`src/design/bfp_pkg.sv`:
```
// ----------------------------------------------------------------------------
// bfp_pkg
// Shared types, operation codes and helper functions of the bit-field packer.
// ----------------------------------------------------------------------------
`default_nettype none

package bfp_pkg;

   // operation codes carried on the request tuser
   typedef enum logic [2:0] {
      FUNC_WRITE  = 3'd0,
      FUNC_READ   = 3'd1,
      FUNC_SKIP   = 3'd2,
      FUNC_ALIGN  = 3'd3,
      FUNC_SEEK   = 3'd4,
      FUNC_RESET  = 3'd5
   } func_type;

   // configuration port
   localparam int CSR_ADDR_W = 3;
   localparam logic REG_BIG_ENDIAN = 1'b0;   // word index of the endian register

   // result queue
   localparam int QUEUE_DEPTH = 4;
   localparam int QPTR_W = 2;
   localparam int QCNT_W = 3;

   // operation decoded at acceptance, consumed by the store stage
   typedef struct packed {
      logic        is_write;
      logic        is_read;
      logic        ok;
      logic [6:0]  num_bits;
      logic [2:0]  bit_off;
      logic [2:0]  byte_off;
      logic        swap_en;
      logic [3:0]  swap_bytes;
      logic [71:0] field;
      logic [12:0] byte_position;
      logic [2:0]  bit_position;
      logic [12:0] bytes_used;
   } op_type;

   // one result transaction
   typedef struct packed {
      logic [63:0] read_data;
      logic        ok;
      logic [12:0] byte_position;
      logic [2:0]  bit_position;
      logic [12:0] bytes_used;
   } rsp_type;

   // ones in the low n bits, n in 1..64
   function automatic logic [63:0] width_mask(input logic [6:0] n);
      logic [63:0] m;
      if (n[6]) begin
         m = '1;
      end else begin
         m = (64'd1 << n[5:0]) - 64'd1;
      end
      return m;
   endfunction

   // reverse the order of the low nb bytes
   function automatic logic [63:0] swap_low_bytes(input logic [63:0] v,
                                                  input logic [3:0]  nb);
      logic [63:0] r;
      r = '0;
      for (int i = 0; i < 8; i++) begin
         if (4'(i) < nb) begin
            r = r | (64'(v[8*i +: 8]) << (8 * (int'(nb) - 1 - i)));
         end
      end
      return r;
   endfunction

endpackage

`default_nettype wire

```
`src/design/bfp_rsp_queue.sv`:
```
// ----------------------------------------------------------------------------
// bfp_rsp_queue
// Small result queue that decouples the store stage from the response side.
// ----------------------------------------------------------------------------
`default_nettype none

module bfp_rsp_queue (
   input  wire logic                          clock,
   input  wire logic                          reset,
   input  wire logic                          push,
   input  wire bfp_pkg::rsp_type              push_data,
   input  wire logic                          pop,
   output logic                               not_empty,
   output bfp_pkg::rsp_type                   head,
   output logic [bfp_pkg::QCNT_W-1:0]         count
);

   bfp_pkg::rsp_type entry_ff [bfp_pkg::QUEUE_DEPTH];

   logic [bfp_pkg::QPTR_W-1:0] wr_ptr_ff, rd_ptr_ff;
   logic [bfp_pkg::QCNT_W-1:0] count_ff;

   // pointers and fill count
   always_ff @(posedge clock) begin
      if (reset) begin
         wr_ptr_ff <= '0;
         rd_ptr_ff <= '0;
         count_ff  <= '0;
      end else begin
         if (push) begin
            wr_ptr_ff <= wr_ptr_ff + bfp_pkg::QPTR_W'(1);
         end
         if (pop) begin
            rd_ptr_ff <= rd_ptr_ff + bfp_pkg::QPTR_W'(1);
         end
         if (push && !pop) begin
            count_ff <= count_ff + bfp_pkg::QCNT_W'(1);
         end else if (pop && !push) begin
            count_ff <= count_ff - bfp_pkg::QCNT_W'(1);
         end
      end
   end

   // entries
   always_ff @(posedge clock) begin
      if (push) begin
         entry_ff[wr_ptr_ff] <= push_data;
      end
   end

   assign not_empty = (count_ff != '0);
   assign head      = entry_ff[rd_ptr_ff];
   assign count     = count_ff;

endmodule

`default_nettype wire
```
`config.mk`:
```
export PLATFORM = sky130hd
export DESIGN_NAME = bfp_rsp_queue
export DESIGN_NICKNAME = d
export VERILOG_FILES = /design/src/design/bfp_pkg.sv /design/src/design/bfp_rsp_queue.sv
export SDC_FILE = /design/constraint.sdc
export NUM_CORES = 1
export LEC_CHECK = 0
export ABC_AREA = 1
export BUFFER_PORTS_ARGS = -buffer_cell sky130_fd_sc_hd__buf_4
export CORE_MARGIN = 5
export CORE_UTILIZATION = 57
export CTS_CLUSTER_DIAMETER = 50
export DETAILED_ROUTE_END_ITERATION = 10
export PLACE_DENSITY_LB_ADDON = 0.1
export REMOVE_ABC_BUFFERS = 1
export SLEW_MARGIN = 0
export SYNTH_ARGS = -nofsm -noshare
export SYNTH_HDL_FRONTEND = slang
export SYNTH_SLANG_ARGS = --single-unit
```
`constraint.sdc`:
```
create_clock -name clock -period 3.6 [get_ports clock]
set_clock_uncertainty 0.05 [all_clocks]
set_input_delay 0.18 -clock clock [delete_from_list [all_inputs] [get_ports clock]]
set_output_delay 0.18 -clock clock [all_outputs]
set_load 0.01 [all_outputs]
```
Word-level counts from Yosys, hierarchy flattened
Memory sizes are Yosys's and may differ from the RTL's. A register that Yosys moved wholly into a read port is not among the register bits. Index checks and enable logic that the tools add are counted.

Register bits after elaboration: 7. Bits in writable memories: 376. Input port bits: 98. Logic and storage cells: 20. Memories: 1.

Add/sub/neg operators: 4. Mux-type cells: 6. Reductions and logical operators: 6.

Memories: entry_ff (words 4, bits a word 94, rd ports 1, clocked after memory_dff 1, write ports 1, line bfp_rsp_queue.sv:18) `bfp_pkg::rsp_type entry_ff [bfp_pkg::QUEUE_DEPTH];`.

Operators by type and width (count): 2-to-1 mux 3 bit (2); adder 2 x 1 -> 2 bit, second input constant (2); 2-to-1 mux 2 bit (2); adder 3 x 1 -> 3 bit, second input constant (1); nonzero test 3 bit (1); subtractor 3 x 1 -> 3 bit, second input constant (1); logical AND 1 bit (2); zero test 1 bit (2); 2-to-1 mux 1 bit (2); nonzero test 2 bit (1).

Depth between registers and ports, before layout
Word-level depth: 4. Mapped depth: 10. Gate-level depth less buffers: 10.

Worst setup path after synthesis
Ideal clock, no wire load.

Path type: reg-to-reg. Start point: register wr_ptr_ff[0] (netlist bit). End point: memory entry_ff[2][0] (netlist bit) (enable). Setup time: 448 ps. Arrival time: 2405 ps. Required time: 3102 ps. Slack: 697 ps. Cell stages (with the launch flop): 5. Cell sequence: dfxtp_1 -> inv_1 -> ha_1 -> nand2_1 -> inv_1.

RTL lines: start, declared (line bfp_rsp_queue.sv:20) `logic [bfp_pkg::QPTR_W-1:0] wr_ptr_ff, rd_ptr_ff;`; start signal, assigned (line bfp_rsp_queue.sv:31) `wr_ptr_ff <= wr_ptr_ff + bfp_pkg::QPTR_W'(1);`; end, declared (line bfp_rsp_queue.sv:18).

Straight into the memory's write port.

==> impl_metrics.json <==
{
  "status": "complete, no violations",
  "first_iter_violations": 870,
  "powerDensity_mw_per_mm2": 546,
  "ys_ff_latch": 385,
  "final_nets": 1357,
  "overflow": 0,
  "die_w_um": 169,
  "ios": 196,
  "required_ps": 3370,
  "grt_max_degree": 189,
  "via_per_inst": 5.62,
  "io_buffers": 195,
  "path_class": "register to output pin",
  "syn_inst": 967,
  "cpPeakStageDelay_ps": 550,
  "startpoint_type": "register",
  "critPathMaxFanout": 36,
  "ys_seq_area_frac": 0.800,
  "cp_top_family": "buffers and inverters",
  "hp-class": "input pin to register",
  "synth_area_mm2": 0.0143,
  "grt_usage": 0.216,
  "period_needed_ps": 2750,
  "final_core_util": 0.728,
  "rsz0062_at_grt": "no",
  "synthFlopType": "edfxtp_1",
  "postRouteAntennaNets": 0,
  "peakVddDrop_mv": 0.393,
  "dpl.hpwl_um": 17200,
  "leakage_uw": 0.00644,
  "setup_viol": 0,
  "vias": 9038,
  "wl_um": 31600,
  "tightest_slew_ps": 804,
  "whs_ps": 331,
  "core_mm2": 0.0250,
  "cp.arrival_ps": 2520,
  "n_antenna_cell": 0,
  "cts.sinks": 385,
  "grt_pass1_wl_um": 48000,
  "slew-limit-headroom": 0.464,
  "clockRootBuffer": "clkbuf_16",
  "fp.dieH_um": 169,
  "clk_pin_slew_ps": 60,
  "synth.distinct_cells": 21,
  "crit_top_cell": "buf_4",
  "synth_warnings": 0,
  "syn_to_final_growth_pct": 26.7,
  "crit_slowest_cell": "inv_2",
  "synth_top_area_share": 0.787,
  "antenna_found_initial": 0,
  "cts_made_buffers": 39,
  "place.gp.congestion": 0.781,
  "drt-pass1-iter-count": 5,
  "yosys-top-cells-count": "edfxtp_1, nor2_1, o21ai_0, o22ai_1, clkbuf_1",
  "drv_slew": 0,
  "htreeDepth": 2,
  "drc": 0,
  "grt_pass1_vias": 8624,
  "start_util": 0.575,
  "synth-edff-count": 376,
  "critPathCaptureType": "output pin",
  "postCtsSetupBuffers": 0,
  "final_hold_viol_count": 0,
  "fin_crit_sh": 0.764,
  "cts_tree": "done",
  "avgSynthCellArea_um2": 14.8,
  "synth_top_cell_by_area": "edfxtp_1",
  "crit_buf_inv": 3,
  "insertion_delay_ps": 490,
  "crit_chain": "inv_2 > buf_4 > o21ai_0 > o22ai_1 > buf_4",
  "max_clock_freq_ghz": 0.364,
  "drive_above_1_share": 0.209,
  "die-area_mm2": 0.0284,
  "cts_max_path_buffers": 3,
  "async_flop_share": 0,
  "n_fill_cell": 1639,
  "wl_per_cell_um": 19.6,
  "ys_top_cells_by_area": "edfxtp_1, o21ai_0, nor2_1, o22ai_1, o21ai_1",
  "drv_cap": 0,
  "post-synth-top-count-cell": "edfxtp_1",
  "rows": 58
}
==> through the flow <==
stage	total power (µW)	setup slack (ps)	TNS, ps	cells	instance area, µm²
after floorplan	5730	-1330	-123550	906	14000
after global placement	6260	1390	0	1445	16000
after detailed placement	6280	1400	0	1445	16000
after CTS	9980	849	0	1607	18200
after global routing	10300	717	0	1607	18200
final	9920	851	0	1607	18200
==> power breakdown <==
group          internal [µW]  switching, µW
logic                    466            628
clock network           2120           1520
registers               5120           54.3
total                   7710           2200
==> registers in the layout, indices dropped and copies added, names as in the netlist, named ones only <==
| signal | count |
|---|---|
| count | 3 |
| entry_ff | 376 |
| rd_ptr_ff | 2 |
| wr_ptr_ff | 2 |
==> logic make-up (layout without fill, tap and decap cells) <==
logic type,count (synthesis),in the layout,synth area share
AO/OA/AOI/OAI,290,290,0.109
XOR/XNOR,1,1,0.000611
adder cells (fa/ha/maj),6,6,0.00576
buffers and inverters,78,388,0.0301
flip-flops,385,385,0.800
AND/OR/NAND/NOR,207,207,0.0544
==> timing repair <==
item,4_1_cts,5_1_grt
resized for setup,0,0
hold buffers,97,0
hold endpoints to repair,383,0
==> routing by layer <==
| layer | vias up | routed length (µm) | GRT usage |
|---|---|---|---|
| met3 | 46 | 1900 | 0.0371 |
| met2 | 301 | 15500 | 0.351 |
| met1 | 4476 | 13500 | 0.313 |
| li1 | 4215 | - | - |
| met4 | 0 | 584 | 0.0515 |
| met5 | - | 0 | 0 |
==> layout make-up <==
cell class / instances / area (µm²) / share of cell area
clock buffer: 44 / 1040 / 0.0571
inverter: 17 / 78.8 / 0.00434
tap: 330 / 413 / 0.0227
multi-input combinational: 504 / 2440 / 0.134
clock inverter: 21 / 118 / 0.00647
sequential: 385 / 11500 / 0.632
timing repair buffer: 306 / 2600 / 0.143
==> cells in the final DEF, fill, tap and decap left out <==
cell / netlist / layout
nand4_1: 1 / 1
bufinv_16: 0 / 1
nand3_1: 1 / 1
inv_6: 1 / 1
inv_2: 1 / 1
buf_12: 1 / 5
clkinv_1: 0 / 12
dfxtp_1: 9 / 7
dfxtp_4: 0 / 2
dlygate4sd3_1: 0 / 97
clkinvlp_4: 0 / 1
inv_4: 0 / 4
edfxtp_1: 376 / 376
nor2_1: 195 / 195
xor2_1: 1 / 1
clkinv_2: 0 / 7
buf_4: 4 / 204
ha_1: 5 / 5
nand2_1: 10 / 10
inv_1: 15 / 11
fa_1: 1 / 1
clkbuf_16: 0 / 41
o22ai_1: 94 / 94
o21ai_1: 37 / 37
a21oi_1: 3 / 3
o21ai_0: 156 / 156
clkbuf_1: 39 / 3
==> worst paths after layout <==
| check | depth (start not counted) | slack, ps | end | from |
|---|---|---|---|---|
| worst max-delay path | 5 | 850 | head[40] | register |
| worst min-delay path | 3 | 330 | count[0]$_SDFFE_PP0P_ | reset |
| worst max register to register | 5 | 1580 | entry_ff[1][89]$_DFFE_PP_ | wr_ptr_ff[1]$_SDFFE_PP0P_ |
| worst min register to register | 1 | 420 | register | rd_ptr_ff[1]$_SDFFE_PP0P_ |
==> worst min-delay path, cell delays in order <==
cell and delay (ps):
dlygate4sd3_1 520, buf_4 100, nor2_1 30
Power figures use the tool's default switching activity.
